## src/rtl/core/sip_hnc_pkg.sv

```systemverilog
`default_nettype none
// ----------------------------------------------------------------------------
// sip_hnc_pkg
// Types, constants and the transition functions shared by the SIP header
// name classifier.
// ----------------------------------------------------------------------------
package sip_hnc_pkg;

    // scan length limit and the saturation point of the byte position
    localparam int MAX_SCAN_LENGTH = 1024;
    localparam int POS_CAP_INT     = ((MAX_SCAN_LENGTH - 1) < 1023) ?
                                     (MAX_SCAN_LENGTH - 1) : 1023;
    localparam logic [9:0] POS_CAP = 10'(POS_CAP_INT);

    // special characters
    localparam logic [7:0] CH_COLON = 8'h3A;
    localparam logic [7:0] CH_LF    = 8'h0A;
    localparam logic [7:0] CH_CR    = 8'h0D;
    localparam logic [7:0] CH_SPACE = 8'h20;
    localparam logic [7:0] CH_DASH  = 8'h2D;

    typedef enum logic [3:0] {
        KIND_VIA      = 4'd0,
        KIND_FROM     = 4'd1,
        KIND_TO       = 4'd2,
        KIND_CSEQ     = 4'd3,
        KIND_CALLID   = 4'd4,
        KIND_CONTACT  = 4'd5,
        KIND_MAXFWD   = 4'd6,
        KIND_ROUTE    = 4'd7,
        KIND_RECROUTE = 4'd8,
        KIND_OTHER    = 4'd9,
        KIND_ERROR    = 4'd10
    } header_kind_t;

    typedef enum logic [5:0] {
        S_INIT, S_V1, S_V2, S_F1, S_F2, S_F3, S_T1,
        S_C, S_CS2, S_CS3, S_CI2, S_CI3, S_CI4, S_CI5, S_CI6,
        S_CO2, S_CO3, S_CO4, S_CO5, S_CO6,
        S_M, S_MF2, S_MF3, S_MF4, S_MF5, S_MF6, S_MF7, S_MF8, S_MF9, S_MF10,
        S_MF11,
        S_R1, S_R2, S_R3, S_R4,
        S_RR1, S_RR2, S_RR3, S_RR4, S_RR5, S_RR6, S_RR7, S_RR8, S_RR9, S_RR10,
        S_I,
        S_FVIA, S_FFROM, S_FTO, S_FCSEQ, S_FCALLID, S_FCONTACT, S_FMAXF,
        S_FROUTE, S_FRR,
        S_UNK
    } scan_state_t;

    // one scan step result handed from the scanner to the output stage
    typedef struct packed {
        logic         emit;
        header_kind_t kind;
        logic [9:0]   start;
        logic [9:0]   length;
        logic [9:0]   end_pos;
    } scan_result_t;

    // automaton move on a lower-case byte; unlisted pairs go to S_UNK
    function automatic scan_state_t move_state(scan_state_t st, logic [7:0] ch);
        scan_state_t nx;
        nx = S_UNK;
        case (st)
            S_INIT: begin
                if (ch == "v")      nx = S_V1;
                else if (ch == "i") nx = S_I;
                else if (ch == "f") nx = S_F1;
                else if (ch == "r") nx = S_R1;
                else if (ch == "m") nx = S_M;
                else if (ch == "t") nx = S_T1;
                else if (ch == "c") nx = S_C;
            end
            S_V1: begin
                if (ch == "i")           nx = S_V2;
                else if (ch == CH_SPACE) nx = S_FVIA;
            end
            S_V2:  if (ch == "a") nx = S_FVIA;
            S_F1: begin
                if (ch == "r")           nx = S_F2;
                else if (ch == CH_SPACE) nx = S_FFROM;
            end
            S_F2:  if (ch == "o") nx = S_F3;
            S_F3:  if (ch == "m") nx = S_FFROM;
            S_T1: begin
                if (ch == "o")           nx = S_FTO;
                else if (ch == CH_SPACE) nx = S_FTO;
            end
            S_C: begin
                if (ch == "s")      nx = S_CS2;
                else if (ch == "a") nx = S_CI2;
                else if (ch == "o") nx = S_CO2;
            end
            S_CS2: if (ch == "e") nx = S_CS3;
            S_CS3: if (ch == "q") nx = S_FCSEQ;
            S_CI2: if (ch == "l") nx = S_CI3;
            S_CI3: if (ch == "l") nx = S_CI4;
            S_CI4: if (ch == CH_DASH) nx = S_CI5;
            S_CI5: if (ch == "i") nx = S_CI6;
            S_CI6: if (ch == "d") nx = S_FCALLID;
            S_CO2: if (ch == "n") nx = S_CO3;
            S_CO3: if (ch == "t") nx = S_CO4;
            S_CO4: if (ch == "a") nx = S_CO5;
            S_CO5: if (ch == "c") nx = S_CO6;
            S_CO6: if (ch == "t") nx = S_FCONTACT;
            S_M: begin
                if (ch == "a")           nx = S_MF2;
                else if (ch == CH_SPACE) nx = S_FCONTACT;
            end
            S_MF2:  if (ch == "x") nx = S_MF3;
            S_MF3:  if (ch == CH_DASH) nx = S_MF4;
            S_MF4:  if (ch == "f") nx = S_MF5;
            S_MF5:  if (ch == "o") nx = S_MF6;
            S_MF6:  if (ch == "r") nx = S_MF7;
            S_MF7:  if (ch == "w") nx = S_MF8;
            S_MF8:  if (ch == "a") nx = S_MF9;
            S_MF9:  if (ch == "r") nx = S_MF10;
            S_MF10: if (ch == "d") nx = S_MF11;
            S_MF11: if (ch == "s") nx = S_FMAXF;
            S_R1: begin
                if (ch == "o")      nx = S_R2;
                else if (ch == "e") nx = S_RR1;
            end
            S_R2:   if (ch == "u") nx = S_R3;
            S_R3:   if (ch == "t") nx = S_R4;
            S_R4:   if (ch == "e") nx = S_FROUTE;
            S_RR1:  if (ch == "c") nx = S_RR2;
            S_RR2:  if (ch == "o") nx = S_RR3;
            S_RR3:  if (ch == "r") nx = S_RR4;
            S_RR4:  if (ch == "d") nx = S_RR5;
            S_RR5:  if (ch == CH_DASH) nx = S_RR6;
            S_RR6:  if (ch == "r") nx = S_RR7;
            S_RR7:  if (ch == "o") nx = S_RR8;
            S_RR8:  if (ch == "u") nx = S_RR9;
            S_RR9:  if (ch == "t") nx = S_RR10;
            S_RR10: if (ch == "e") nx = S_FRR;
            S_I:    if (ch == CH_SPACE) nx = S_FCALLID;
            default: nx = S_UNK;
        endcase
        return nx;
    endfunction

    // header kind reported when a colon arrives in a given state
    function automatic header_kind_t colon_kind(scan_state_t st);
        header_kind_t k;
        case (st)
            S_FVIA, S_V1:      k = KIND_VIA;
            S_FFROM, S_F1:     k = KIND_FROM;
            S_FTO, S_T1:       k = KIND_TO;
            S_FCSEQ:           k = KIND_CSEQ;
            S_FCALLID, S_I:    k = KIND_CALLID;
            S_FCONTACT, S_M:   k = KIND_CONTACT;
            S_FMAXF:           k = KIND_MAXFWD;
            S_FROUTE:          k = KIND_ROUTE;
            S_FRR:             k = KIND_RECROUTE;
            default:           k = KIND_OTHER;
        endcase
        return k;
    endfunction

endpackage : sip_hnc_pkg
`default_nettype wire

```

## src/rtl/core/sip_hnc_scan.sv

```systemverilog
`default_nettype none
// ----------------------------------------------------------------------------
// sip_hnc_scan
// Header name automaton with position bookkeeping; computes the result of
// the current byte and advances the scan state when stepped.
// ----------------------------------------------------------------------------
module sip_hnc_scan
    import sip_hnc_pkg::*;
(
    input  wire logic         aclk,
    input  wire logic         aresetn,
    input  wire logic         step_en,
    input  wire logic [7:0]   data_byte,
    input  wire logic         end_of_data,
    output scan_result_t      result
);

    scan_state_t state_reg, state_next;
    logic [9:0]  pos_reg, pos_next;
    logic [9:0]  begin_reg, begin_next;
    logic        seen_reg, seen_next;

    logic [7:0]  ch;
    logic        is_colon;
    logic        is_eol;
    logic        is_final;
    logic [9:0]  colon_start;

    // fold upper case to lower case
    always_comb begin
        if (data_byte inside {[8'h41:8'h5A]}) ch = data_byte + 8'd32;
        else                                  ch = data_byte;
    end

    assign is_colon    = (data_byte == CH_COLON);
    assign is_eol      = (data_byte == CH_LF) || (data_byte == CH_CR);
    assign is_final    = (state_reg inside {[S_FVIA:S_FRR]});
    assign colon_start = seen_reg ? begin_reg : pos_reg;

    // result of this byte and next scan state
    always_comb begin
        result.emit    = 1'b0;
        result.kind    = KIND_ERROR;
        result.start   = '0;
        result.length  = '0;
        result.end_pos = pos_reg;
        state_next     = state_reg;
        begin_next     = begin_reg;
        seen_next      = seen_reg;

        if (is_colon) begin
            result.emit   = 1'b1;
            result.kind   = colon_kind(state_reg);
            result.start  = colon_start;
            result.length = pos_reg - colon_start;
        end else if (is_eol) begin
            result.emit = 1'b1;
        end else begin
            if (state_reg == S_INIT) begin
                if (ch != CH_SPACE) begin
                    begin_next = pos_reg;
                    seen_next  = 1'b1;
                    state_next = move_state(S_INIT, ch);
                end
            end else if (!(ch == CH_SPACE && is_final)) begin
                state_next = move_state(state_reg, ch);
            end
            result.emit = end_of_data;
        end

        // restart after every result, else advance with saturation
        if (result.emit) begin
            state_next = S_INIT;
            pos_next   = '0;
            begin_next = '0;
            seen_next  = 1'b0;
        end else if (pos_reg < POS_CAP) begin
            pos_next = pos_reg + 10'd1;
        end else begin
            pos_next = pos_reg;
        end
    end

    // scan state registers
    always_ff @(posedge aclk) begin
        if (!aresetn) begin
            state_reg <= S_INIT;
            pos_reg   <= '0;
            begin_reg <= '0;
            seen_reg  <= 1'b0;
        end else if (step_en) begin
            state_reg <= state_next;
            pos_reg   <= pos_next;
            begin_reg <= begin_next;
            seen_reg  <= seen_next;
        end
    end

endmodule : sip_hnc_scan
`default_nettype wire

```

## src/rtl/core/sip_header_name_classifier_unit.sv

```systemverilog
`default_nettype none
// ----------------------------------------------------------------------------
// sip_header_name_classifier_unit
// Classifies a SIP header name arriving one byte per request and reports
// kind, start, length and end position on colon, line end or end of data.
// ----------------------------------------------------------------------------
//  channel | direction | tdata                                | tuser / tlast
//  s_      | in        | data_byte [7:0]                      | tlast = end_of_data
//  m_      | out       | kind, start, length, end_pos (40 b)  | -
//
//  One byte per cycle sustained while the result side is ready; a taken byte
//  passes the input register, then the automaton step, into the result register.
//  The automaton state updates on each stepped byte.
//  Synchronous active-low reset returns the scan to its start.
//  A stalled result holds both stages; s_tready drops only when both are full.
// ----------------------------------------------------------------------------
module sip_header_name_classifier_unit
    import sip_hnc_pkg::*;
(
    input  wire logic        aclk,
    input  wire logic        aresetn,

    input  wire logic        s_tvalid,
    output logic             s_tready,
    input  wire logic [7:0]  s_tdata,   // [7:0] data_byte
    input  wire logic        s_tlast,   // end_of_data

    output logic             m_tvalid,
    input  wire logic        m_tready,
    output logic [39:0]      m_tdata    // [3:0] header_kind, [13:4] name_start,
                                        // [23:14] name_length,
                                        // [33:24] end_position, [39:34] zero
);

    logic         in_vld_reg, in_vld_next;
    logic [7:0]   in_byte_reg;
    logic         in_last_reg;
    logic         out_vld_reg, out_vld_next;
    scan_result_t out_reg;
    scan_result_t step_result;
    logic         advance;
    logic         step_en;

    // pipeline handshake
    assign advance  = !out_vld_reg || m_tready;
    assign s_tready = !in_vld_reg || advance;
    assign step_en  = in_vld_reg && advance;

    always_comb begin
        in_vld_next = in_vld_reg;
        if (s_tvalid && s_tready) in_vld_next = 1'b1;
        else if (advance)         in_vld_next = 1'b0;
    end

    always_comb begin
        out_vld_next = out_vld_reg;
        if (advance) out_vld_next = step_en && step_result.emit;
    end

    // input register
    always_ff @(posedge aclk) begin
        if (!aresetn) begin
            in_vld_reg <= 1'b0;
        end else begin
            in_vld_reg <= in_vld_next;
        end
        if (s_tvalid && s_tready) begin
            in_byte_reg <= s_tdata;
            in_last_reg <= s_tlast;
        end
    end

    // automaton step
    sip_hnc_scan u_scan (
        .aclk        (aclk),
        .aresetn     (aresetn),
        .step_en     (step_en),
        .data_byte   (in_byte_reg),
        .end_of_data (in_last_reg),
        .result      (step_result)
    );

    // result register
    always_ff @(posedge aclk) begin
        if (!aresetn) begin
            out_vld_reg <= 1'b0;
        end else begin
            out_vld_reg <= out_vld_next;
        end
        if (advance) begin
            out_reg <= step_result;
        end
    end

    assign m_tvalid = out_vld_reg;
    assign m_tdata  = {6'd0, out_reg.end_pos, out_reg.length, out_reg.start,
                       out_reg.kind};

endmodule : sip_header_name_classifier_unit
`default_nettype wire

```

## config.mk

```make
export PLATFORM = sky130hd
export DESIGN_NAME = sip_header_name_classifier_unit
export DESIGN_NICKNAME = d
export VERILOG_FILES = /design/src/rtl/core/sip_hnc_pkg.sv /design/src/rtl/core/sip_hnc_scan.sv /design/src/rtl/core/sip_header_name_classifier_unit.sv
export SDC_FILE = /design/constraint.sdc
export NUM_CORES = 1
export LEC_CHECK = 0
export ABC_AREA = 1
export BUFFER_PORTS_ARGS = -buffer_cell sky130_fd_sc_hd__buf_2
export CORE_ASPECT_RATIO = 0.5
export CORE_MARGIN = 10
export CORE_UTILIZATION = 50
export DETAILED_ROUTE_END_ITERATION = 8
export HOLD_SLACK_MARGIN = 0.1
export PLACE_DENSITY = 0.79
export SYNTH_ARGS = -nofsm -noshare
export SYNTH_HDL_FRONTEND = slang
export SYNTH_HIERARCHICAL = 1
export SYNTH_SLANG_ARGS = --single-unit
export TNS_END_PERCENT = 10
```

## constraint.sdc

```tcl
create_clock -name aclk -period 4.35 [get_ports aclk]
set_input_delay 0.87 -clock aclk [delete_from_list [all_inputs] [get_ports aclk]]
set_output_delay 0.87 -clock aclk [all_outputs]
set_load 0.02 [all_outputs]
```

==> results of run 1 <==
cell type report:
class,count,area (um2)
flip-flops and latches,76,1950
inverters,136,510
clock buffers,9,225
clock inverters,7,121
well taps,145,181
repair buffers,66,375
multi-input cells,645,3070
fillers,1066,4580
logic make-up (layout without fill, tap and decap cells):
logic type / count (synthesis) / count (layout) / synth area share
buffers and inverters: 161 / 218 / 0.116
xor gates and xnor gates: 2 / 2 / 0.00310
and+or+nand+nor: 549 / 549 / 0.425
DFF: 76 / 76 / 0.345
other: 1 / 6 / 0.000663
adders and majority gates: 16 / 16 / 0.0367
AOI/OAI and AO/OA: 72 / 72 / 0.0738
critical path, delay by kind of cell (launching register included):
family	cells	cell delay [ns]
and+or+nand+nor	17	1.88
AOI/OAI and AO/OA	2	0.69
buffers and inverters	4	0.44
DFF	1	0.41
adders and majority gates	1	0.24
power breakdown:
part | switching, mW | total (mW) | leakage [nW] | internal (mW)
combinational | 0.414 | 0.585 | 2.71 | 0.171
sequential | 0.0269 | 0.814 | 0.758 | 0.787
clock | 0.293 | 0.856 | 0.170 | 0.564
total | 0.734 | 2.26 | 3.64 | 1.52
metal layers:
layer / up-vias / wire length (um) / part of all wire / global-route usage
li1: 2925 / - / - / -
met1: 2709 / 8610 / 0.47 / 0.322
met2: 264 / 7910 / 0.43 / 0.361
met3: 34 / 1390 / 0.076 / 0.0367
met4: 0 / 348 / 0.019 / 0.0609
met5: - / 0 / 0 / 0
cell usage after synthesis, types with 3 or more instances:
library cell  count  area (um2)
nor3_1           21         105
nor2_2            3        18.8
a21oi_2           3        26.3
a31oi_1           3        18.8
buf_4             9        67.6
inv_1           130         488
nand3b_1          3        22.5
ha_1             15         188
edfxtp_1         43        1290
nand3_2           7        70.1
o21ai_0          12        60.1
dfxtp_1          33         661
nand2_2           8        50.1
nor2_1          143         537
nand3_1          81         405
a211oi_1          4        30.0
buf_2             8        40.0
nor3b_1           7        52.6
or2_2             3        18.8
clkbuf_1          7        26.3
nand2_1         244         916
a21oi_1          40         200
nand4_1          24         150
clkinv_1          4        15.0
stage by stage:
stage / total power, mW / area [um2] / hold slack, ns / setup slack, ns
2_1_floorplan: 1.23 / 5680 / 0.443 / 1.43
3_3_place_gp: 1.40 / 6090 / 0.451 / 0.740
3_5_place_dp: 1.39 / 6090 / 0.458 / 0.676
4_1_cts: 2.25 / 6440 / 0.468 / 0.663
5_1_grt: 2.36 / 6440 / 0.491 / 0.188
6_report: 2.26 / 6440 / 0.467 / 0.591
path summary, 6_finish.rpt:
path         cells after the start  slack, ns                   to                start
min reg2reg                      2       0.47  u_scan/begin_reg[4]  u_scan/begin_reg[4]
min                              2       0.47  u_scan/begin_reg[4]  u_scan/begin_reg[4]
max                             24       0.59                 flop       in_byte_reg[0]
max reg2reg                     24       0.59                 flop       in_byte_reg[0]
==> key figures, run 1 <==
STA
  – Post-route setup TNS: 0 ns
  – Final period utilization: 0.864
  – Unrepaired setup endpoints after global routing: false
  – Fmax: approximately 270 MHz
  – Finish-stage setup viols: 0
  – Worst-Margin Slew: 0.940 ns
  – Worst clock skew: approximately 0.0085 ns
  – Tmin final: 3.76 ns
  – Max Slew Vio Count: 0
  – Final hold viol count: 0
  – Slew Limit Headroom: 0.371

Detailed routing
  – Initial DRT Pass Iterations: 5
  – # DRC: 0
  – ANT nets after route: 0
  – Overall routed net length: 18300 um
  – Vias per cell: ~5.5
  – Via count: 5932
  – Per-cell routed wire length: about 17 um
  – Initial drt markers: between 700 and 800

Floorplan
  – CORE AREA: 11000 um2
  – Initial Util: 0.514
  – Die area: 16200 um2
  – Die extent in x: about 170 um
  – Core Rows: 27
  – DIE HEIGHT: approximately 95 um
  – # IOs: 55

Synthesis
  – Post-synthesis async set-or-reset flop share: 0
  – Post-synth EDFFs: 43
  – Mapped cell area: 5660 um2
  – Synthesized area per cell: 6.45 um2
  – Seq cells post-synth: 76
  – Synth Flop Type: edfxtp_1
  – Register area share after synthesis: 0.345
  – Distinct cells, synth: 40
  – Syn. warnings: 6
  – Mapped Cells: 877

Clocking
  – Post_cts resized: 0
  – CTS tree: done
  – Clock Sink Count: 76
  – Max H-tree Level: 3
  – Later-pin clock latency in the skew report: about 0.33 ns
  – Root Buffer: clkbuf_16
  – Inserted Clock Buffers: 9
  – Post-CTS Setup Repair Bufs: 0
  – CTS clk-pin slew, worst paths: 0.06 ns
  – Cts hold-fix bufs: 0
  – Max clock buf depth: 2

Finish
  – Finished Layout Cells: 1084
  – Area growth syn-to-layout: 13.7%
  – Fin nets: 963
  – Commonest non-fill, non-tap cell in the layout: nand2_1
  – N_diodes: 0
  – Post-layout util: 0.584
  – Max reg flops: 34
  – Layout cells sized above 1: 0.119
  – Most frequent cells in the layout: 244 x nand2_1, 143 x nor2_1, 130 x inv_1

Setup path
  – Top cell by count, worst path: nand2_1
  – Critical-path cell list: inv_1, nand2_1, nor2_2, nand3_1, nand2_2, nand2_2, a21oi_2, buf_4, nand3_4, nand2_1, nand2_1, nor2_1, nand3_1, nor2_1, nand2_1, a21oi_2, nor2_1, ha_1, inv_1, nand2_1, nand2_1, nand3_1, nand2_1, inv_1
  – Max stage delay cell, worst path: a21oi_2
  – Worst stage delay on the critical path: 0.49 ns
  – Req. time, crit path: 4.58 ns
  – CP startpoint kind: flop
  – Worst setup path class: flop to flop
  – Critical Path End Type: flop
  – Critical Path Fanout Max: 11
  – Crit path arrival time: roughly 4 ns

Pwr
  – Pwr per Cell Area: between 300 and 400 nW/um2
  – Pleak: 3.64 nW
  – Maximum vdd drop: 0.000180 V

Global routing
  – Aggregate global routing overflow: 0
  – Tot GR Track Use: 0.229
  – Vias in the first global route: 5561
  – Initial antenna violation count: 0
  – Largest net degree at the start of global routing: 35
  – First-pass GRT wire length: 29600 um

Place
  – RePlAce Congestion: 1.03
  – Placed cell count: 1068
  – DP HPWL: about 15000 um
  – Number of I/O port buffers: 48

Outcome
  – Outcome: finished, final reports clean

Flow run
  – Max-cap violations: 0

Worst hold path
  – Hold Path Class: flop to flop
Note: power is estimated with default switching activity, not from simulation.
==> run 2: changes to the inputs <==
- BUFFER_PORTS_ARGS: -buffer_cell sky130_fd_sc_hd__buf_2 -> -buffer_cell sky130_fd_sc_hd__clkbuf_2
==> key figures, run 2 (synthesis results as in run 1) <==
Finish
  – Area growth syn-to-layout: 13.5%
  – N_diodes: 0 (unchanged)
  – Most frequent cells in the layout: 244 x nand2_1, 143 x nor2_1, 130 x inv_1
  – Fin nets: 962 (-0.10%)
  – Finished Layout Cells: 1083 (-0.092%)
  – Max reg flops: 34 (unchanged)
  – Layout cells sized above 1: 0.117 (-0.00201)
  – Commonest non-fill, non-tap cell in the layout: nand2_1

Place
  – DP HPWL: 14100 um (-3.0%)
  – RePlAce Congestion: 1.04 (+0.91%)
  – Placed cell count: 1067 (-0.094%)
  – Number of I/O port buffers: 48 (unchanged)

STA
  – Max Slew Vio Count: 0 (unchanged)
  – Finish-stage setup viols: 0 (unchanged)
  – Worst clock skew: 0.00757 ns (-0.000975 ns)
  – Fmax: 262 MHz (-1.5%)
  – Slew Limit Headroom: 0.497 (+0.125)
  – Tmin final: 3.82 ns (+0.0583 ns)
  – Worst-Margin Slew: 0.755 ns (-0.185 ns)
  – Final hold viol count: 0 (unchanged)
  – WHS: 0.464 ns (-0.00295 ns)
  – Final period utilization: 0.878 (+0.0134)
  – Unrepaired setup endpoints after global routing: false
  – Post-route setup TNS: 0 ns (unchanged)

Global routing
  – GR met2 Demand/Resource: 0.360 (-0.000981)
  – First-pass GRT wire length: 28500 um (-3.7%)
  – Vias in the first global route: 5495 (-1.2%)
  – GRT busiest layer: met2
  – Largest net degree at the start of global routing: 34 (-2.9%)
  – Met1 usage: 0.292 (-0.0294)
  – Initial antenna violation count: 0 (unchanged)
  – Aggregate global routing overflow: 0 (unchanged)
  – Tot GR Track Use: 0.222 (-0.00783)
  – Grt met3 use: 0.0503 (+0.0136)

Floorplan
  – Die area: 16200 um2 (unchanged)
  – # IOs: 55 (unchanged)
  – DIE HEIGHT: 95.2 um (unchanged)
  – Die extent in x: 170 um (unchanged)
  – Core Rows: 27 (unchanged)
  – Initial Util: 0.514 (unchanged)
  – CORE AREA: 11000 um2 (unchanged)

Flow run
  – Max-cap violations: 0 (unchanged)

Worst hold path
  – Hold_sp: u_scan/begin_reg[5]
  – Hold Path Class: flop to flop

Clocking
  – Post-CTS Setup Repair Bufs: 0 (unchanged)
  – Inserted Clock Buffers: 9 (unchanged)
  – Root Buffer: clkbuf_16
  – Cts hold-fix bufs: 0 (unchanged)
  – Post_cts resized: 0 (unchanged)
  – CTS tree: done
  – CTS clk-pin slew, worst paths: 0.06 ns (about the same)
  – Later-pin clock latency in the skew report: 0.33 ns (about the same)
  – Max clock buf depth: 2 (unchanged)
  – Max H-tree Level: 3 (unchanged)
  – Clock Sink Count: 76 (unchanged)

Setup path
  – Top cell by count, worst path: nand2_1
  – Worst Setup SP: in_byte_reg[0]
  – Critical Path Fanout Max: 15 (+4)
  – CP top delay family: simple AND/OR/NAND/NOR gates
  – Max stage delay cell, worst path: a21oi_2
  – Critical Path End Type: flop
  – Worst stage delay on the critical path: 0.63 ns (+0.14 ns)
  – Critical-path cell list: inv_1, nand2_1, nor2_2, nand3_1, nand2_2, nand2_2, a21oi_2, buf_4, nand3_2, nand2_1, nand2_1, nor2_1, nand2_1, nor2_1, nand3_1, nand2_1, nand2_1, nand2_1, inv_1, ha_1, inv_1, nand3_1, nand3_1, nand2_1
  – Req. time, crit path: 4.57 ns (about the same)
  – Worst setup path class: flop to flop
  – Worst reg2reg startpoint: in_byte_reg[0]
  – Crit path arrival time: 4.04 ns (+0.05 ns)
  – Worst path buffer plus inverter count: 4 (unchanged)
  – CP startpoint kind: flop

Detailed routing
  – Vias per cell: 5.55 (+1.4%)
  – Via count: 6007 (+1.3%)
  – Per-cell routed wire length: 16.6 um (-1.7%)
  – # DRC: 0 (unchanged)
  – ANT nets after route: 0 (unchanged)
  – Overall routed net length: 17900 um (-1.8%)
  – Initial DRT Pass Iterations: 5 (unchanged)
  – Initial drt markers: 720 (-2.4%)

Outcome
  – Outcome: finished, final reports clean

Pwr
  – Maximum vdd drop: 0.000186 V (+3.1%)
  – Pleak: 3.61 nW (-0.83%)
  – Pwr per Cell Area: 351 nW/um2 (+0.14%)
==> run 2: cell count changes in the layout (fill, tap and decap cells not counted) <==
cell      delta
buf_2       -48
buf_4        -1
clkbuf_1     +1
clkbuf_2    +48
inv_6        -2
clkinv_4     +1
==> run 2: final timing paths <==
| kind | slack, ns | cells after the start | endpoint |
|---|---|---|---|
| max | 0.53 | 24 | flop |
| min | 0.46 | 2 | u_scan/begin_reg[5] |
| max reg2reg | 0.53 | 24 | flop |
| min reg2reg | 0.46 | 2 | u_scan/begin_reg[5] |
==> run 2: power breakdown <==
group / leakage (nW) / internal [mW] / switching, mW / total [mW]
logic: 2.68 / 0.177 / 0.414 / 0.590
registers: 0.758 / 0.787 / 0.0273 / 0.815
clock network: 0.167 / 0.561 / 0.288 / 0.850
==> run 2: metal layers <==
| metal | vias to the layer above | wire, um |
|---|---|---|
| li1 | 2918 | - |
| met1 | 2736 | 7870 |
| met2 | 314 | 7800 |
| met3 | 39 | 1850 |
| met4 | 0 | 405 |
| met5 | - | 0 |
==> run 2: area by class of cell <==
type / count / area, um2
Inverter: 136 / 510
Clock buffer: 10 / 229
Multi-Input combinational cell: 645 / 3070
Clock inverter: 6 / 113
Timing Repair Buffer: 65 / 368
Sequential cell: 76 / 1950
Fill cell: 1050 / 4590
Tap cell: 145 / 181
==> run 2: per-stage QoR <==
stage                     utilization  cell area (um2)  power, mW  setup slack, ns
after global routing            0.583             6420       2.36            0.205
after CTS                       0.583             6420       2.24            0.605
after detailed placement        0.552             6080       1.40            0.636
final                           0.583             6420       2.25            0.532
after global placement          0.552             6080       1.40            0.729
after floorplan                     -             5680       1.23             1.43
==> run 2: worst register-to-register path, stage by stage (launching register included) <==
cell and delay [ns]:
edfxtp_1 0.41, inv_1 0.10, nand2_1 0.11, nor2_2 0.15, nand3_1 0.10, nand2_2 0.11, nand2_2 0.09, a21oi_2 0.63
buf_4 0.25, nand3_2 0.19, nand2_1 0.17, nand2_1 0.06, nor2_1 0.13, nand2_1 0.06, nor2_1 0.11, nand3_1 0.08
nand2_1 0.08, nand2_1 0.07, nand2_1 0.17, inv_1 0.07, ha_1 0.30, inv_1 0.07, nand3_1 0.07, nand3_1 0.07
nand2_1 0.05
